<file path="config.mk">
export PLATFORM = sky130hd
export DESIGN_NAME = p2pbgra_fifo
export DESIGN_NICKNAME = d
export VERILOG_FILES = /design/src/design/p2pbgra_pkg.sv /design/src/design/p2pbgra_fifo.sv
export VERILOG_INCLUDE_DIRS = /design/src /design/src/design
export SDC_FILE = /design/constraint.sdc
export NUM_CORES = 1
export LEC_CHECK = 0
export ABC_AREA = 1
export CAP_MARGIN = 40
export CORE_MARGIN = 5
export CORE_UTILIZATION = 62
export CTS_CLUSTER_DIAMETER = 120
export DETAILED_ROUTE_END_ITERATION = 10
export DONT_BUFFER_PORTS = 1
export PLACE_DENSITY = 0.88
export SYNTH_ARGS = -nofsm -noshare
export SYNTH_HDL_FRONTEND = slang
export SYNTH_SLANG_ARGS = --single-unit
</file>
<file path="constraint.sdc">
create_clock -name clk -period 2 [get_ports clk]
set_input_delay 0.4 -clock clk [delete_from_list [all_inputs] [get_ports clk]]
set_output_delay 0.4 -clock clk [all_outputs]
set_load 0.1 [all_outputs]
</file>
<file path="src/design/palette_to_premultiplied_bgra_macros.svh">
// Assertion macros of the palette-to-BGRA design files, used by p2pbgra_fifo.
// Each file that asserts includes this header; it depends on nothing else.
`ifndef PALETTE_TO_PREMULTIPLIED_BGRA_MACROS_SVH
`define PALETTE_TO_PREMULTIPLIED_BGRA_MACROS_SVH
`ifndef NO_ASSERTIONS
`define P2P_ASSERT(lbl, expr, msg) \
  lbl: assert property (@(posedge clk) disable iff (rst) (expr)) else $error(msg);
`define P2P_ASSERT_IMPL(lbl, ante, cons, msg) \
  lbl: assert property (@(posedge clk) disable iff (rst) (ante) |-> (cons)) else $error(msg);
`else
`define P2P_ASSERT(lbl, expr, msg)
`define P2P_ASSERT_IMPL(lbl, ante, cons, msg)
`endif
`endif

</file>
<file path="src/design/p2pbgra_pkg.sv">
// Package of the palette-to-BGRA block: field widths, request and queue codes,
// the queue entry type and the rounded divide by 255. Depends on nothing.
package p2pbgra_pkg;

  localparam int CHAN_W      = 8;
  localparam int COLOR_W     = 32;
  localparam int INDEX_W     = 8;
  localparam int COUNT_W     = 9;
  localparam int PROD_W      = 16;
  localparam int DIV_W       = 32;
  localparam int RECIP_SHIFT = 23;
  localparam int Q_DEPTH     = 4;
  localparam int Q_PTR_W     = 2;
  localparam int Q_CNT_W     = 3;

  localparam logic [COUNT_W-1:0] COUNT_RESET = 9'd256;
  localparam logic [PROD_W-1:0]  ROUND_HALF  = 16'd127;
  localparam logic [PROD_W-1:0]  RECIP_255   = 16'h8081;

  localparam logic REQ_WRITE = 1'b0;
  localparam logic REQ_PIXEL = 1'b1;

  localparam logic REG_COLOR_COUNT = 1'b0;

  typedef enum logic [1:0] {
    OP_WRITE  = 2'd0,
    OP_LOOKUP = 2'd1,
    OP_SKIP   = 2'd2
  } op_t;

  typedef struct packed {
    op_t                op;
    logic [INDEX_W-1:0] index;
    logic [COLOR_W-1:0] color;
  } q_entry_t;

  // Rounded c*a/255 from the product p; exact for every p up to 255*255.
  function automatic logic [CHAN_W-1:0] div255_round(input logic [PROD_W-1:0] p);
    logic [PROD_W-1:0] biased;
    logic [DIV_W-1:0]  scaled;
    biased = p + ROUND_HALF;
    scaled = DIV_W'(biased) * DIV_W'(RECIP_255);
    return scaled[RECIP_SHIFT +: CHAN_W];
  endfunction

endpackage

</file>
<file path="src/design/p2pbgra_fifo.sv">
// Short queue of classified items between the front and back ends.
// Uses p2pbgra_pkg and the assertion macros header.
`include "palette_to_premultiplied_bgra_macros.svh"
module p2pbgra_fifo import p2pbgra_pkg::*; (
  input  logic     clk,
  input  logic     rst,
  input  logic     push,
  input  q_entry_t wdata,
  output logic     full,
  input  logic     pop,
  output q_entry_t rdata,
  output logic     empty
);

  q_entry_t           slots [Q_DEPTH];
  logic [Q_PTR_W-1:0] wr_ptr;
  logic [Q_PTR_W-1:0] rd_ptr;
  logic [Q_CNT_W-1:0] count;

  assign full  = count == Q_CNT_W'(Q_DEPTH);
  assign empty = count == '0;
  assign rdata = slots[rd_ptr];

  always_ff @(posedge clk) begin
    if (push) begin
      slots[wr_ptr] <= wdata;
    end
  end

  always_ff @(posedge clk) begin
    if (rst) begin
      wr_ptr <= '0;
      rd_ptr <= '0;
      count  <= '0;
    end else begin
      if (push) begin
        wr_ptr <= wr_ptr + Q_PTR_W'(1);
      end
      if (pop) begin
        rd_ptr <= rd_ptr + Q_PTR_W'(1);
      end
      if (push && !pop) begin
        count <= count + Q_CNT_W'(1);
      end else if (pop && !push) begin
        count <= count - Q_CNT_W'(1);
      end
    end
  end

  `P2P_ASSERT_IMPL(a_no_overflow, push, !full, "item pushed into a full queue")
  `P2P_ASSERT_IMPL(a_no_underflow, pop, !empty, "item popped from an empty queue")
  `P2P_ASSERT(a_count_bound, count <= Q_CNT_W'(Q_DEPTH), "queue count beyond depth")
  `P2P_ASSERT_IMPL(a_ptr_match, empty || full, wr_ptr == rd_ptr, "pointers disagree with count")

endmodule

</file>
# After elaboration in Yosys (flattened, before gate mapping)

Memory sizes are Yosys's and may differ from the RTL's. A register that Yosys moved wholly into a read port is not among the register bits.
Index checks and enable logic that the tools add are counted.
W data, S select, Z words.

Register bits after elaboration: 7
Bits in writable memories: 168
Output and inout bits: 44
Word-level logic and storage cells: 21
Memories kept: 1

Memory list:

| memory | depth | bits a word | rd ports | clocked after Yosys merged registers in | wr ports | line               | text |
|---|---|---|---|---|---|---|---|
| slots  | 4     | 42          | 1        | 1                                       | 1        | p2pbgra_fifo.sv:15 | `q_entry_t slots [Q_DEPTH];` |

Add/subtract/negate cells: 4
Equality and inequality tests: 1
Multiplexer cells: 6
Reduce and logical (&&, ||, !) cells: 6

Operator list:

| kind                  | number |
|---|---|
| $mux W3               | 2 |
| $add A2 B1 Y2 const B | 2 |
| $mux W2               | 2 |
| $add A3 B1 Y3 const B | 1 |
| $eq A3 B3 Y1 const B  | 1 |
| $logic_not A3 Y1      | 1 |
| $sub A3 B1 Y3 const B | 1 |
| $logic_and A1 B1 Y1   | 2 |
| $logic_not A1 Y1      | 2 |
| $mux W1               | 2 |
| $reduce_bool A2 Y1    | 1 |

# Logic depth before layout (Yosys ltp)

Word-level depth: 4
Depth in mapped cells: 10
Depth with buffers taken out: 10

# Worst setup path after synthesis

Ideal clock, no wire load.

Path type: register to output
Start point: reg count[0]
End point: out empty
Data arrival time: 2.418 ns
Slack: -0.818 ns
Cell stages (with the launch flop): 2
Path buffers: 0
Path through: dfxtp_1 -> nor3_1

Cells in the longest elaborated chain, start to end: 1

RTL lines:

| item                   | line               | text |
|---|---|---|
| start, declared        | p2pbgra_fifo.sv:18 | `logic [Q_CNT_W-1:0] count;` |
| start signal, assigned | p2pbgra_fifo.sv:43 | `count <= count + Q_CNT_W'(1);` |
| start signal, assigned | p2pbgra_fifo.sv:45 | `count <= count - Q_CNT_W'(1);` |
| $logic_not A3 Y1       | p2pbgra_fifo.sv:21 | `assign empty = count == '0;` |
| end, declared          | p2pbgra_fifo.sv:12 | `output logic empty` |

No other way between the ends.

==> impl_metrics.tcl <==
set metrics [dict create \
    drtIter0Drc 911 \
    number_of_global_route_vias_before_repair 5100 \
    grt.total_usage_pct 34.3 \
    final.fill_count 193 \
    antenna_left 0 \
    path_cells "buf_8 > o21ai_0 > o22ai_4 > buf_12" \
    timing.setup.tns_ps -9050 \
    port_buffers 0 \
    multi_input_area_mm2 0.00207 \
    number_of_antenna_violations_at_the_first_check_in_global_routing 0 \
    clkTransAtPathRegs_ps 70 \
    worst_ep_arrival_time_ps 1970 \
    worst_setup_path_end_kind "output port" \
    yosysWarningCount 0 \
    route.vias.total 5278 \
    placedCellCount 636 \
    layout_min_cycle_time_ps 2370 \
    gp_congestion 0.759 \
    cp_max_fo 22 \
    violations_in_the_final_reports "setup timing" \
    ys_seq_area_share_pct 78.4 \
    worst_slack_ps -365 \
    min_period_over_period_pct 118 \
    floorplan.initialDensity_pct 64.0 \
    drive_gt1_share_pct 39.2 \
    total_routed_length_mm 25.8 \
    synth-seq-cells 177 \
    final-max-slew-violation-count 0 \
    power.total_mw 10.4 \
    htreeDepth 4 \
    pin_count_of_the_biggest_net_entering_global_routing 27 \
    grt_pass1_wl_mm 31.8 \
    dpl.hpwl_mm 9.29 \
    gr-total-overflow 0 \
    numClockSinks 177 \
    seqCellArea_mm2 0.00523 \
    leakage_nw 3.41 \
    pin_count 90 \
    drt_pre_antenna_iters 7 \
    worstSkewPairLatency_ps 540 \
    layoutNonFillerInstCount 720 \
    tritoncts_clock_tree "done" \
    timing_hold_violations_final 0 \
    worst_path_max_delay_cell "sky130_fd_sc_hd__o21ai_0" \
    syn-num-nets 516 \
    rsz0062_at_grt "true" \
    critical-path-max-stage-delay_ps 490 \
    maximum_number_of_buffers_from_clock_root_to_sink 2 \
    chipWidth_um 114 \
    numCtsBuffers 17 \
    detail_route.wl_per_cell_um 35.8 \
    holdCritPathClass "input pin to register" \
    critical_setup_path_kind "register to output port" \
    yosys.cell_types.count 19 \
    clock-root-buffer "sky130_fd_sc_hd__clkbuf_8" \
    cap_viol_max_count 0 \
    critical_path.startpoint_type "register" \
    total_setup_violations_reported_at_the_end_of_the_flow 42 \
    cp_data_required_time_ps 1600 \
    die_height_um 114 \
    synth_area_per_cell_um2 14.4 \
    row_count 37 \
    relSlewSlack_pct 61.8 \
    worst-slew-pin-transition_ps 566 \
    flow.area_growth_from_synthesis_pct 49.0 \
    fin_worst_hold_slack_ps 69.2 \
    core-area_mm2 0.0104 \
    fin_nets 623 \
    syn_area_mm2 0.00666 \
    run_status "finished with violations" \
    power_density_mw_per_mm2 1050 \
    viasPerCell 7.33 \
    drcViolationCount 0 \
    synth_cells 464 \
    die-area_mm2 0.0129 \
    max-vdd-ir-drop_v 0.000900 \
    n_antenna_cell 0 \
    achievable-frequency_mhz 423 \
    final.setup_skew_ps 9.61 \
]
==> stage by stage <==
stage,utilization [%],setup WS (ps),cell area (um2)
final,95.3,-365,9930
after global routing,95.3,-377,9930
after CTS,92.3,-221,9620
after detailed placement,80.0,247,8330
after global placement,80.0,372,8330
after floorplan,-,-818,7220
==> power by group <==
part	switching [mW]	internal (mW)
Clock	1.46	1.88
Sequential	0.107	4.23
Combinational	1.83	0.939
Total	3.40	7.05
==> placed cells by master, fill, tap and decap left out, types with 2 or more instances in the layout <==
master / synthesis / routed
sky130_fd_sc_hd__edfxtp_1: 168 / 168
sky130_fd_sc_hd__nor2_1: 90 / 49
sky130_fd_sc_hd__buf_12: 0 / 49
sky130_fd_sc_hd__dlygate4sd3_1: 0 / 43
sky130_fd_sc_hd__nor2_2: 0 / 41
sky130_fd_sc_hd__o22ai_4: 0 / 40
sky130_fd_sc_hd__o21ai_1: 24 / 32
sky130_fd_sc_hd__o21ai_2: 0 / 28
sky130_fd_sc_hd__o21ai_0: 65 / 22
sky130_fd_sc_hd__clkbuf_16: 0 / 22
sky130_fd_sc_hd__inv_1: 15 / 10
sky130_fd_sc_hd__nand2_1: 9 / 9
sky130_fd_sc_hd__o21ai_4: 0 / 7
sky130_fd_sc_hd__dfxtp_1: 9 / 7
sky130_fd_sc_hd__buf_4: 0 / 6
sky130_fd_sc_hd__inv_2: 2 / 5
sky130_fd_sc_hd__ha_1: 5 / 5
sky130_fd_sc_hd__clkinvlp_4: 0 / 5
sky130_fd_sc_hd__buf_16: 0 / 5
sky130_fd_sc_hd__clkbuf_8: 0 / 4
sky130_fd_sc_hd__a21oi_1: 3 / 3
sky130_fd_sc_hd__clkbuf_1: 12 / 3
sky130_fd_sc_hd__buf_8: 0 / 3
sky130_fd_sc_hd__nor3_2: 0 / 2
sky130_fd_sc_hd__o22ai_2: 0 / 2
sky130_fd_sc_hd__clkinv_2: 0 / 2
sky130_fd_sc_hd__bufinv_16: 0 / 2
sky130_fd_sc_hd__buf_6: 8 / 2
==> final timing paths <==
kind                                              from                      to  slack, ps  depth (start not counted)
worst max register to register  wr_ptr[0]$_SDFFE_PP0P_  slots[2][39]$_DFFE_PP_        210                          5
worst min register to register  rd_ptr[1]$_SDFFE_PP0P_                register        490                          1
worst min-delay path                              push  wr_ptr[1]$_SDFFE_PP0P_         70                          2
worst max-delay path                          register                rdata[6]       -370                          4
==> final cells by class <==
cell class                      instances  share of cell area [%]
Clock buffer                           23                    4.70
Clock inverter                          9                    1.08
Timing Repair Buffer                  114                    18.3
Multi-Input combinational cell        244                    20.8
Inverter                               17                   0.744
Sequential cell                       177                    52.7
Tap cell                              136                    1.71
==> worst max-delay path: cells and delay by family (launching register included) <==
family | cells | cell delay [ps]
flip-flops | 1 | 400
AO/OA/AOI/OAI | 2 | 650
buffers and inverters | 2 | 370
==> routing by layer <==
layer,vias up,track usage [%],share of wire [%]
met3,133,9.34,12
met5,-,0,0
met4,0,14.6,6.4
li1,1947,-,-
met2,657,56.6,50
met1,2541,43.0,32
==> what timing repair did <==
item	4_1_cts	5_1_grt
pin swaps	1	2
endpoints found under the hold margin	169	0
endpoints found under the setup margin	42	42
buffers inserted	1	0
cloned	4	4
resized for setup	86	66
hold buffers	43	0
==> logic make-up (layout without fill, tap and decap cells) <==
| group | after synthesis | count (layout) | share of synthesized area, % |
|---|---|---|---|
| DFF | 177 | 177 | 78.4 |
| AOI/OAI and AO/OA | 134 | 134 | 10.9 |
| and+or+nand+nor | 103 | 103 | 5.90 |
| buffers and inverters | 43 | 163 | 3.44 |
| adders and majority gates | 6 | 6 | 1.24 |
| xor gates and xnor gates | 1 | 1 | 0.132 |
==> cell usage after synthesis <==
library cell | n | share of area (%)
sky130_fd_sc_hd__edfxtp_1 | 168 | 76
sky130_fd_sc_hd__nor2_1 | 90 | 5.1
sky130_fd_sc_hd__o21ai_0 | 65 | 4.9
sky130_fd_sc_hd__o22ai_1 | 42 | 3.9
sky130_fd_sc_hd__o21ai_1 | 24 | 1.8
sky130_fd_sc_hd__inv_1 | 15 | 0.85
sky130_fd_sc_hd__clkbuf_1 | 12 | 0.68
sky130_fd_sc_hd__dfxtp_1 | 9 | 2.7
sky130_fd_sc_hd__nand2_1 | 9 | 0.51
sky130_fd_sc_hd__buf_6 | 8 | 1.4
sky130_fd_sc_hd__buf_2 | 6 | 0.45
sky130_fd_sc_hd__ha_1 | 5 | 0.94
sky130_fd_sc_hd__a21oi_1 | 3 | 0.23
sky130_fd_sc_hd__inv_2 | 2 | 0.11
sky130_fd_sc_hd__nor3_1 | 2 | 0.15
sky130_fd_sc_hd__fa_1 | 1 | 0.30
sky130_fd_sc_hd__nand3_1 | 1 | 0.075
sky130_fd_sc_hd__nand4_1 | 1 | 0.094
sky130_fd_sc_hd__xor2_1 | 1 | 0.13
==> sequential cells by signal, indices dropped and copies added, names as in the netlist, named ones only <==
register  count
slots       168
rd_ptr        2
count         3
wr_ptr        2
Power figures use the tool's default switching activity.
