--- config.mk ---
export PLATFORM = sky130hd
export DESIGN_NAME = p2pbgra_front
export DESIGN_NICKNAME = d
export VERILOG_FILES = /design/src/design/palette_to_premultiplied_bgra_macros.svh /design/src/design/p2pbgra_pkg.sv /design/src/design/p2pbgra_front.sv
export SDC_FILE = /design/constraint.sdc
export NUM_CORES = 1
export LEC_CHECK = 0
export BUFFER_PORTS_ARGS = -buffer_cell sky130_fd_sc_hd__buf_2
export CORE_MARGIN = 2
export CORE_UTILIZATION = 32
export DETAILED_ROUTE_END_ITERATION = 8
export PLACE_DENSITY = 0.86
export SLEW_MARGIN = 20
export SYNTH_ARGS = -nofsm -noshare
export SYNTH_HDL_FRONTEND = slang
export SYNTH_SLANG_ARGS = --single-unit
--- constraint.sdc ---
create_clock -name clk -period 2.1 [get_ports clk]
set_clock_uncertainty 0.15 [all_clocks]
set_input_delay 0.105 -clock clk [delete_from_list [all_inputs] [get_ports clk]]
set_output_delay 0.105 -clock clk [all_outputs]
set_load 0.02 [all_outputs]
--- src/design/palette_to_premultiplied_bgra_macros.svh ---
// Assertion macros of the palette-to-BGRA design files, used by p2pbgra_fifo.
// Each file that asserts includes this header; it depends on nothing else.
`ifndef PALETTE_TO_PREMULTIPLIED_BGRA_MACROS_SVH
`define PALETTE_TO_PREMULTIPLIED_BGRA_MACROS_SVH
`ifndef NO_ASSERTIONS
`define P2P_ASSERT(lbl, expr, msg) \
  lbl: assert property (@(posedge clk) disable iff (rst) (expr)) else $error(msg);
`define P2P_ASSERT_IMPL(lbl, ante, cons, msg) \
  lbl: assert property (@(posedge clk) disable iff (rst) (ante) |-> (cons)) else $error(msg);
`else
`define P2P_ASSERT(lbl, expr, msg)
`define P2P_ASSERT_IMPL(lbl, ante, cons, msg)
`endif
`endif

--- src/design/p2pbgra_pkg.sv ---
// Package of the palette-to-BGRA block: field widths, request and queue codes,
// the queue entry type and the rounded divide by 255. Depends on nothing.
package p2pbgra_pkg;

  localparam int CHAN_W      = 8;
  localparam int COLOR_W     = 32;
  localparam int INDEX_W     = 8;
  localparam int COUNT_W     = 9;
  localparam int PROD_W      = 16;
  localparam int DIV_W       = 32;
  localparam int RECIP_SHIFT = 23;
  localparam int Q_DEPTH     = 4;
  localparam int Q_PTR_W     = 2;
  localparam int Q_CNT_W     = 3;

  localparam logic [COUNT_W-1:0] COUNT_RESET = 9'd256;
  localparam logic [PROD_W-1:0]  ROUND_HALF  = 16'd127;
  localparam logic [PROD_W-1:0]  RECIP_255   = 16'h8081;

  localparam logic REQ_WRITE = 1'b0;
  localparam logic REQ_PIXEL = 1'b1;

  localparam logic REG_COLOR_COUNT = 1'b0;

  typedef enum logic [1:0] {
    OP_WRITE  = 2'd0,
    OP_LOOKUP = 2'd1,
    OP_SKIP   = 2'd2
  } op_t;

  typedef struct packed {
    op_t                op;
    logic [INDEX_W-1:0] index;
    logic [COLOR_W-1:0] color;
  } q_entry_t;

  // Rounded c*a/255 from the product p; exact for every p up to 255*255.
  function automatic logic [CHAN_W-1:0] div255_round(input logic [PROD_W-1:0] p);
    logic [PROD_W-1:0] biased;
    logic [DIV_W-1:0]  scaled;
    biased = p + ROUND_HALF;
    scaled = DIV_W'(biased) * DIV_W'(RECIP_255);
    return scaled[RECIP_SHIFT +: CHAN_W];
  endfunction

endpackage

--- src/design/p2pbgra_front.sv ---
// Front end: takes input items, holds the color count register behind the
// APB port and classifies each item into a queue entry. Uses p2pbgra_pkg.
module p2pbgra_front import p2pbgra_pkg::*; #(
  parameter int PALETTE_DEPTH = 256
) (
  input  logic                   clk,
  input  logic                   rst,
  input  logic                   s_tvalid,
  output logic                   s_tready,
  input  logic [39:0]            s_tdata,   // pixel_index[7:0], palette_color[39:8]
  input  logic                   s_tuser,   // req_type[0]
  input  logic                   psel,
  input  logic                   penable,
  input  logic                   pwrite,
  input  logic [2:0]             paddr,
  input  logic [31:0]            pwdata,
  output logic [31:0]            prdata,
  output logic                   pready,
  input  logic                   q_full,
  output logic                   q_push,
  output q_entry_t               q_wdata
);

  localparam logic [COUNT_W-1:0] DEPTH_LIMIT = COUNT_W'(PALETTE_DEPTH);

  logic [COUNT_W-1:0] color_count;
  logic [COUNT_W-1:0] index_ext;
  logic               accept;
  logic               in_table;
  logic               below_count;

  assign pready = 1'b1;
  assign prdata = (paddr[2] == REG_COLOR_COUNT) ? 32'(color_count) : 32'd0;

  always_ff @(posedge clk) begin
    if (rst) begin
      color_count <= COUNT_RESET;
    end else if (psel && penable && pwrite && pready && paddr[2] == REG_COLOR_COUNT) begin
      color_count <= pwdata[COUNT_W-1:0];
    end
  end

  assign s_tready    = !q_full;
  assign accept      = s_tvalid && s_tready;
  assign index_ext   = COUNT_W'(s_tdata[INDEX_W-1:0]);
  assign in_table    = index_ext < DEPTH_LIMIT;
  assign below_count = index_ext < color_count;

  always_comb begin
    q_wdata.index = s_tdata[INDEX_W-1:0];
    q_wdata.color = s_tdata[INDEX_W +: COLOR_W];
    if (s_tuser == REQ_WRITE) begin
      q_wdata.op = OP_WRITE;
    end else if (in_table && below_count) begin
      q_wdata.op = OP_LOOKUP;
    end else begin
      q_wdata.op = OP_SKIP;
    end
  end

  // A palette write outside the table is taken and dropped.
  assign q_push = accept && !(s_tuser == REQ_WRITE && !in_table);

endmodule

After elaboration in Yosys (flattened, before gate mapping)
Cells that the tools add are included.

word-level totals
  input bits = 83
  output and inout bits = 77
  logic and storage cells = 18
  flip-flop bits (word level) = 9

operators by class
  reductions and logical operators = 10
  bitwise operators = 2
  magnitude comparators = 2
  muxes and demuxes = 3

operators by type and width
  cell                                                                  number
  8-bit by 9-bit < comparator with 1-bit output                         1
  8-bit by 9-bit < comparator with 1-bit output, second input constant  1
  9-bit two-way mux                                                     1
  1-bit logical AND                                                     7
  2-bit two-way mux                                                     2
  1-bit logical NOT                                                     3
  1-bit NOT                                                             2

Depth between registers and ports, before layout
Gate-level depths: netlist of the first run.

  depth after elaboration = 5
  gate-level depth with buffers = 6

Worst setup path before layout of the first run
No wires, ideal clock.

  kind = reg-to-output
  start point = reg color_count[6]
  end point = out q_wdata[41] (netlist bit)
  cell stages (with the launch flop) = 7
  path buffers = 0
  arrival = 1.335 ns
  slack = 0.510 ns
  cell sequence = dfxtp_1 > inv_1 > ha_1 > a211oi_2 > o32ai_1 > a21oi_1 > nor2b_1

RTL lines
  what                    line                 source
  start, declared         p2pbgra_front.sv:26  logic [COUNT_W-1:0] color_count;
  start signal, assigned  p2pbgra_front.sv:39  color_count <= pwdata[COUNT_W-1:0];
  end, declared           p2pbgra_front.sv:21  output q_entry_t q_wdata

==> impl_metrics.py, run 1 <==
metrics = {
    "timing": {
        "hold_viol_final": 0,
        "fmax_ghz": 0.510,
        "tns_ns": 0,
        "fin_crit_sh": 0.933,
        "setup_viol": 0,
        "period_needed_ns": 1.96,
        "worst_hold_slack_ns": 0.0287,
        "rsz0062_at_grt": "no",
        "slew_viol_final": 0,
    },
    "clocking": {
        "clkTransAtPathRegs_ns": 0.06,
        "clock_path_buffers": 2,
        "cts_root_buffer": "clkbuf_4",
        "clk-insertion-delay-late_ns": 0.26,
        "cts_tree": "yes",
        "cts_max_level": 1,
        "cts_made_buffers": 3,
        "clock-sinks": 9,
    },
    "worst_setup_path": {
        "criticalPathCategory": "reg2out",
        "critPathCaptureType": "output pin",
        "worstPathRequired_ns": 1.85,
        "critPathArrivalTime_ns": 1.71,
        "crit_fanout": 2,
        "startpoint_type": "flip-flop",
    },
    "routing": {
        "drtAntennaViolNets": 0,
        "drtIter0Drc": 4,
        "first_pass_iters": 2,
        "wl_per_cell_um": 9.09,
        "wl_mm": 1.95,
        "route.detailed.drc": 0,
        "via_per_inst": 3.76,
        "dr_total_vias": 805,
    },
    "yosys": {
        "synth.cell_area_um2": 1090,
        "avgSynthCellArea_um2": 7.44,
        "ys_seq_elements": 9,
        "synth_top_area_frac": 0.449,
        "ys_warn_count": 0,
        "postSynthCellCount": 146,
        "synth_seq_area_share": 0.166,
        "synth_area_leader_cell": "buf_4",
        "yosysUniqueCellTypes": 19,
        "synthTopCellsByArea": "buf_4, dfxtp_1, ha_1, nand2_1, a21oi_1",
    },
    "floorplan": {
        "die_y_um": 62.3,
        "boundaryPins": 160,
        "coreArea_um2": 3280,
        "start_util": 0.331,
        "die_w_um": 62.3,
        "row_count": 21,
        "dieArea_um2": 3880,
    },
    "global_route": {
        "grt_pass1_vias": 749,
        "grt_use_total": 0.103,
        "antenna_found_initial": 0,
        "grt_max_degree": 12,
        "grt_pass1_wl_mm": 3.08,
        "grt_remaining_overflow": 0,
    },
    "place": {
        "hpwl_mm": 1.56,
        "place_area_um2": 953,
        "io_buffers": 46,
        "gp_congestion": 0.767,
    },
    "finish": {
        "top_regs": "color_count (9)",
        "nets": 259,
        "diodes": 0,
        "top_register": "color_count",
        "layout-drive-gt1-share": 0.310,
        "largest_reg_flops": 9,
        "finalInstanceArea_um2": 1160,
        "area_growth_pct": 7.26,
        "fillers": 360,
    },
    "run": {
        "drv_cap": 0,
    },
    "power_and_ir_drop": {
        "ir_worst_vdd_mv": 0.158,
        "power_density_nw_per_um2": 404,
        "p_leak_uw": 0.000600,
    },
    "worst_hold_path": {
        "hold_class": "in2reg",
    },
    "run_status": {
        "outcome": "finished clean",
    },
}
layer usage:
metal  global-route usage  up-vias  share of wire
met5                    0        -              0
met4               0.0611        0          0.021
met3               0.0435        5           0.10
met2                0.173       46           0.49
met1                0.106      338           0.38
li1                     -      416              -
final timing paths:
kind | from | end | slack (ns) | depth (start not counted)
setup / recovery | color_count[6] | q_wdata[40] | 0.14 | 7
setup reg to reg | color_count[7] | color_count[7] | 0.78 | 3
hold reg to reg | color_count[8] | color_count[8] | 0.35 | 2
hold / removal | rst | color_count[8] | 0.03 | 2
where the power goes:
part,internal [uW],switching (uW),total [uW]
combinational,60.6,98.6,159
clock,73.3,61.0,134
sequential,175,2.13,177
cells in the final DEF (no fill, tap or decap):
master	count
a211oi_2	1
a21oi_1	11
and2_1	1
and4b_1	1
buf_2	45
buf_4	1
clkbuf_1	1
clkbuf_4	3
conb_1	24
dfxtp_1	9
dlygate4sd3_1	17
ha_1	6
ha_4	1
inv_1	8
nand2_1	20
nand3b_1	1
nand4b_1	1
nand4b_4	1
nor2_1	9
nor2b_1	5
o21ai_0	1
o32ai_1	1
worst max-delay path, cell delays in order, from the launching register on:
cell      delay (ns)
dfxtp_1         0.32
inv_1           0.07
ha_4            0.28
a211oi_2        0.06
o32ai_1         0.31
a21oi_1         0.10
and2_1          0.15
buf_4           0.15
synth_stat cells:
cell / instances
buf_4: 65
nand2_1: 20
a21oi_1: 11
dfxtp_1: 9
nor2_1: 9
inv_1: 8
ha_1: 7
nor2b_1: 5
conb_1: 2
a211oi_2: 1
and2_1: 1
and4b_1: 1
buf_1: 1
buf_6: 1
nand3b_1: 1
nand4b_1: 1
nand4b_4: 1
o21ai_0: 1
o32ai_1: 1
layout make-up:
type / instances / area [um^2] / area share
sequential: 9 / 180 / 0.155
inverter: 8 / 30.0 / 0.0258
multi-input combinational: 84 / 468 / 0.402
timing repair buffer: 63 / 403 / 0.346
tap: 46 / 57.6 / 0.0494
clock buffer: 4 / 26.3 / 0.0226
per-stage QoR:
| step | std cells | total power (uW) | setup WS (ns) | util |
|---|---|---|---|---|
| final | 214 | 470 | 0.140 | 0.355 |
| after global routing | 214 | 499 | 0.00479 | 0.355 |
| after CTS | 214 | 471 | 0.0601 | 0.350 |
| after detailed placement | 193 | 321 | 0.348 | 0.290 |
| after global placement | 193 | 318 | 0.416 | 0.290 |
| after floorplan | 168 | 409 | 0.510 | - |
kinds of logic after synthesis:
kind of cell	synth area share
compound gates	0.0749
fa+ha+maj	0.0806
buf+inv	0.491
flops	0.166
other cells	0.00692
simple gates	0.181
what timing repair did:
action,in CTS,in global routing
gates resized for setup,0,2
buffers inserted,0,0
endpoints found under the setup margin,0,1
hold endpoints to repair,9,0
hold buffers,17,0
Power figures use the tool's default switching activity.
==> inputs of run 2 (changes only) <==
--- a/config.mk
+++ b/config.mk
@@ -10,7 +10,7 @@
 export CORE_UTILIZATION = 32
 export DETAILED_ROUTE_END_ITERATION = 8
 export PLACE_DENSITY = 0.86
-export SLEW_MARGIN = 20
+export REMOVE_ABC_BUFFERS = 1
 export SYNTH_ARGS = -nofsm -noshare
 export SYNTH_HDL_FRONTEND = slang
 export SYNTH_SLANG_ARGS = --single-unit
==> run 2 against run 1 <==
  * Sequential share of layout area grew 0.091 points
  * Setup slack gained 0.053 ns
  * First-iteration DRC count grew to 3.8 times the previous value
  * Hold slack lost 0.00096 ns
  * Sequential power is essentially flat
  * Combinational power is essentially flat
  * Die area is the same
  * Final area grew 0.11%
==> impl_metrics.py, run 2 (synthesis results as in run 1) <==
metrics = {
    "run_status": {
        "outcome": "finished clean",
    },
    "finish": {
        "nets": 259,
        "most-common-layout-cells": "buf_2, conb_1, nand2_1",
        "top_regs": "color_count (9)",
        "final_common_cell": "buf_2",
        "finalInstanceArea_um2": 1170,
        "diodes": 0,
        "top_register": "color_count",
        "fillers": 375,
        "area_growth_pct": 7.37,
        "layout-drive-gt1-share": 0.315,
        "utilization": 0.355,
        "largest_reg_flops": 9,
    },
    "clocking": {
        "clk-insertion-delay-late_ns": 0.26,
        "clkTransAtPathRegs_ns": 0.06,
        "clock-sinks": 9,
        "clock_path_buffers": 2,
        "cts_root_buffer": "clkbuf_4",
        "cts_tree": "yes",
        "post_cts_buffers": 0,
        "cts_max_level": 1,
        "cts_made_buffers": 3,
    },
    "run": {
        "drv_cap": 0,
    },
    "global_route": {
        "grt_use_total": 0.195,
        "grt_pass1_wl_mm": 5.26,
        "antenna_found_initial": 0,
        "grt_pass1_vias": 781,
        "grt_remaining_overflow": 0,
        "grt_max_degree": 12,
    },
    "power_and_ir_drop": {
        "power.total_uw": 471,
        "power_density_nw_per_um2": 404,
        "p_leak_uw": 0.000601,
        "ir_worst_vdd_mv": 0.255,
    },
    "routing": {
        "via_per_inst": 4.11,
        "first_pass_iters": 4,
        "dr_total_vias": 879,
        "drtAntennaViolNets": 0,
        "dr_wl_met2_mm": 2.28,
        "met3_wirelength_um": 692,
        "wl_per_cell_um": 18.0,
        "drtIter0Drc": 15,
        "route.detailed.drc": 0,
        "met1Wirelength_um": 794,
        "wl_mm": 3.86,
        "top_layer": "met4",
    },
    "worst_setup_path": {
        "worstPathRequired_ns": 1.85,
        "criticalPathCategory": "reg2out",
        "crit_fanout": 2,
        "worst-r2r-setup-slack_ns": 0.81,
        "startpoint_type": "flip-flop",
        "critPathArrivalTime_ns": 1.65,
        "critPathCaptureType": "output pin",
    },
    "timing": {
        "fin_crit_sh": 0.908,
        "rsz0062_at_grt": "no",
        "period_needed_ns": 1.91,
        "setup_viol": 0,
        "worst_hold_slack_ns": 0.0278,
        "hold_viol_final": 0,
        "slew_viol_final": 0,
        "tns_ns": 0,
        "fmax_ghz": 0.524,
    },
    "place": {
        "io_buffers": 46,
        "hpwl_mm": 3.47,
        "gp_congestion": 0.751,
        "place_area_um2": 953,
    },
    "floorplan": {
        "row_count": 21,
        "start_util": 0.331,
        "die_w_um": 62.3,
        "die_y_um": 62.3,
        "boundaryPins": 160,
        "dieArea_um2": 3880,
        "coreArea_um2": 3280,
    },
    "worst_hold_path": {
        "hold_class": "in2reg",
    },
}
## run 2: area by class of cell
| cell class | count | area (um^2) | area share |
|---|---|---|---|
| clock buffer | 4 | 26.3 | 0.0225 |
| inverter | 8 | 30.0 | 0.0258 |
| multi-input combinational | 84 | 468 | 0.401 |
| sequential | 9 | 181 | 0.156 |
| tap | 46 | 57.6 | 0.0494 |
| timing repair buffer | 63 | 403 | 0.345 |
## run 2: critical path, cell delays in order, from the launching register on
cell     delay, ns
dfxtp_1       0.33
inv_1         0.06
ha_1          0.29
a21oi_1       0.16
o32ai_1       0.08
a21oi_1       0.18
and2_1        0.15
buf_4         0.13
## run 2: worst paths after layout
kind	from	endpoint	cells after the start
worst max register to register	color_count[3]	color_count[3]	3
worst min-delay path	rst	color_count[8]	2
worst max-delay path	color_count[4]	q_wdata[40]	7
worst min register to register	color_count[8]	color_count[8]	2
## run 2: report_power, final
group / internal [uW] / switching [uW] / leakage, uW
Combinational: 61.0 / 99.6 / 0.000512
Sequential: 175 / 2.50 / 0.0000734
Clock: 73.2 / 59.8 / 0.0000150
Total: 309 / 162 / 0.000601
## run 2: stage by stage
step                      setup WS (ns)  cells
after floorplan                   0.510    101
after global placement            0.433    193
after detailed placement          0.406    193
after CTS                         0.115    214
after global routing            0.00444    214
final                             0.193    214
## run 2: per-layer routing
metal,GRT usage,up-vias
li1,-,414
met1,0.107,377
met2,0.410,76
met3,0.156,12
met4,0.0750,0
met5,0,-
## run 2: repair_timing
action,CTS,global route
hold buffers,17,0
endpoints found under the hold margin,9,0
gates resized for setup,0,4
setup endpoints to repair,0,1
==> inputs of run 3 (changes only) <==
--- a/config.mk
+++ b/config.mk
@@ -5,11 +5,12 @@
 export SDC_FILE = /design/constraint.sdc
 export NUM_CORES = 1
 export LEC_CHECK = 0
+export ABC_CLOCK_PERIOD_IN_PS = 2500
 export BUFFER_PORTS_ARGS = -buffer_cell sky130_fd_sc_hd__buf_2
 export CORE_MARGIN = 2
 export CORE_UTILIZATION = 32
 export DETAILED_ROUTE_END_ITERATION = 8
-export PLACE_DENSITY = 0.86
+export PLACE_DENSITY_LB_ADDON = 0.05
 export REMOVE_ABC_BUFFERS = 1
 export SYNTH_ARGS = -nofsm -noshare
 export SYNTH_HDL_FRONTEND = slang
==> constraint.sdc (replaced) <==
create_clock -name clk -period 2.5 [get_ports clk]
set_clock_uncertainty 0.15 [all_clocks]
set_input_delay 0.125 -clock clk [delete_from_list [all_inputs] [get_ports clk]]
set_output_delay 0.125 -clock clk [all_outputs]
set_load 0.02 [all_outputs]
==> run 3 against run 2 <==
  * Cell count decreased by 3.7%
  * Power decreased by 18%
  * Sequential cell count unchanged
  * Register-to-register slack improved by 0.94 ns
  * Die area unchanged
  * Global-route usage up 0.69 points
  * Clock power is 18% lower
  * Non-clock buffer count shrank 8
  * Final area fell by 8.3%
  * Largest cell class unchanged
==> impl_metrics.py, run 3 (synthesis results as in run 1) <==
metrics = {
    "worst_setup_path": {
        "path_buf_inv": 2,
        "crit_fanout": 2,
        "slowest_delay_ns": 0.33,
        "path_delay_family": "compound AO/OA/AOI/OAI gates",
        "critPathCaptureType": "output pin",
        "path_cells": "inv_1 -> ha_1 -> a211oi_2 -> o32ai_1 -> a21oi_1 -> and2_1 -> buf_2",
        "cp_slowest_cell": "dfxtp_1",
        "critPathArrivalTime_ns": 1.69,
        "criticalPathCategory": "reg2out",
        "startpoint_type": "flip-flop",
        "worstPathRequired_ns": 2.23,
    },
    "finish": {
        "area_growth_pct": -1.50,
        "largest_reg_flops": 9,
        "most-common-layout-cells": "buf_2, conb_1, nand2_1",
        "layout-drive-gt1-share": 0.319,
        "stdcell_count": 206,
        "nets": 251,
        "diodes": 0,
        "final_common_cell": "buf_2",
        "top_register": "color_count",
        "finalInstanceArea_um2": 1070,
        "top_regs": "color_count (9)",
    },
    "place": {
        "hpwl_mm": 3.79,
        "place_area_um2": 953,
        "gp_congestion": 0.778,
        "dp.cells": 193,
        "io_buffers": 46,
    },
    "timing": {
        "rsz0062_at_grt": "no",
        "worst_hold_slack_ns": 0.0103,
        "hold_viol_final": 0,
        "fin_crit_sh": 0.785,
        "fmax_ghz": 0.510,
        "setup_viol": 0,
        "tns_ns": 0,
        "slew_viol_final": 0,
        "period_needed_ns": 1.96,
    },
    "routing": {
        "route.detailed.drc": 0,
        "via_per_inst": 4.04,
        "drtAntennaViolNets": 0,
        "drtIter0Drc": 10,
        "wl_mm": 4.07,
        "wl_per_cell_um": 19.8,
        "first_pass_iters": 4,
        "dr_total_vias": 832,
    },
    "run_status": {
        "outcome": "finished clean",
    },
    "global_route": {
        "grt_remaining_overflow": 0,
        "grt_max_degree": 12,
        "grt_pass1_vias": 733,
        "antenna_found_initial": 0,
        "grt_use_total": 0.202,
        "grt_pass1_wl_mm": 5.29,
    },
    "clocking": {
        "cts_max_level": 1,
        "post_cts_buffers": 0,
        "cts_made_buffers": 3,
        "clk-insertion-delay-late_ns": 0.25,
        "cts_tree": "yes",
        "clock-sinks": 9,
        "clkTransAtPathRegs_ns": 0.06,
        "clock_path_buffers": 2,
        "cts_root_buffer": "clkbuf_4",
    },
    "floorplan": {
        "die_y_um": 62.3,
        "row_count": 21,
        "die_w_um": 62.3,
        "coreArea_um2": 3280,
        "dieArea_um2": 3880,
        "start_util": 0.331,
        "boundaryPins": 160,
    },
    "power_and_ir_drop": {
        "p_leak_uw": 0.000544,
        "ir_worst_vdd_mv": 0.189,
        "power_density_nw_per_um2": 362,
    },
    "run": {
        "drv_cap": 0,
    },
    "worst_hold_path": {
        "hold_class": "in2reg",
    },
}
## run 3: final timing paths
path	startpoint	endpoint	slack, ns	depth (start not counted)
setup / recovery	color_count[6]	q_wdata[40]	0.54	7
setup reg to reg	color_count[1]	color_count[1]	1.75	2
hold reg to reg	color_count[6]	color_count[6]	0.30	2
hold / removal	rst	color_count[6]	0.01	2
## run 3: where the power goes
part | internal, uW | leakage [uW] | switching, uW
combinational | 46.1 | 0.000456 | 83.4
sequential | 147 | 0.0000729 | 1.99
clock | 61.3 | 0.0000150 | 48.0
total | 254 | 0.000544 | 133
## run 3: what timing repair did
item,CTS,global route
hold endpoints to repair,9,0
setup endpoints to repair,0,0
resized for setup,0,0
hold buffers,9,0
## run 3: per-stage QoR
stage | setup WS (ns) | utilization | power [uW]
3_5_place_dp | 0.801 | 0.290 | 271
2_1_floorplan | 0.890 | - | 216
4_1_cts | 0.517 | 0.326 | 392
6_report | 0.538 | 0.326 | 388
3_3_place_gp | 0.807 | 0.290 | 270
5_1_grt | 0.423 | 0.326 | 408
## run 3: per-layer routing
layer  vias to the layer above  GRT usage  share of wire
li1                        395          -              -
met2                        89      0.418           0.59
met1                       340      0.103           0.19
met4                         0     0.0917          0.027
met3                         8      0.174           0.19
met5                         -          0              0
## run 3: area by class of cell
cell class,count,area (um^2)
multi-input cells,84,455
flip-flops and latches,9,180
repair buffers,55,320
clock buffers,4,26.3
fillers,382,2210
inverters,8,30.0
well taps,46,57.6
## run 3: worst register-to-register path, cell delays in order (launching register included)
cell     delay, ns
dfxtp_1       0.34
nand2_1       0.05
a21oi_1       0.14
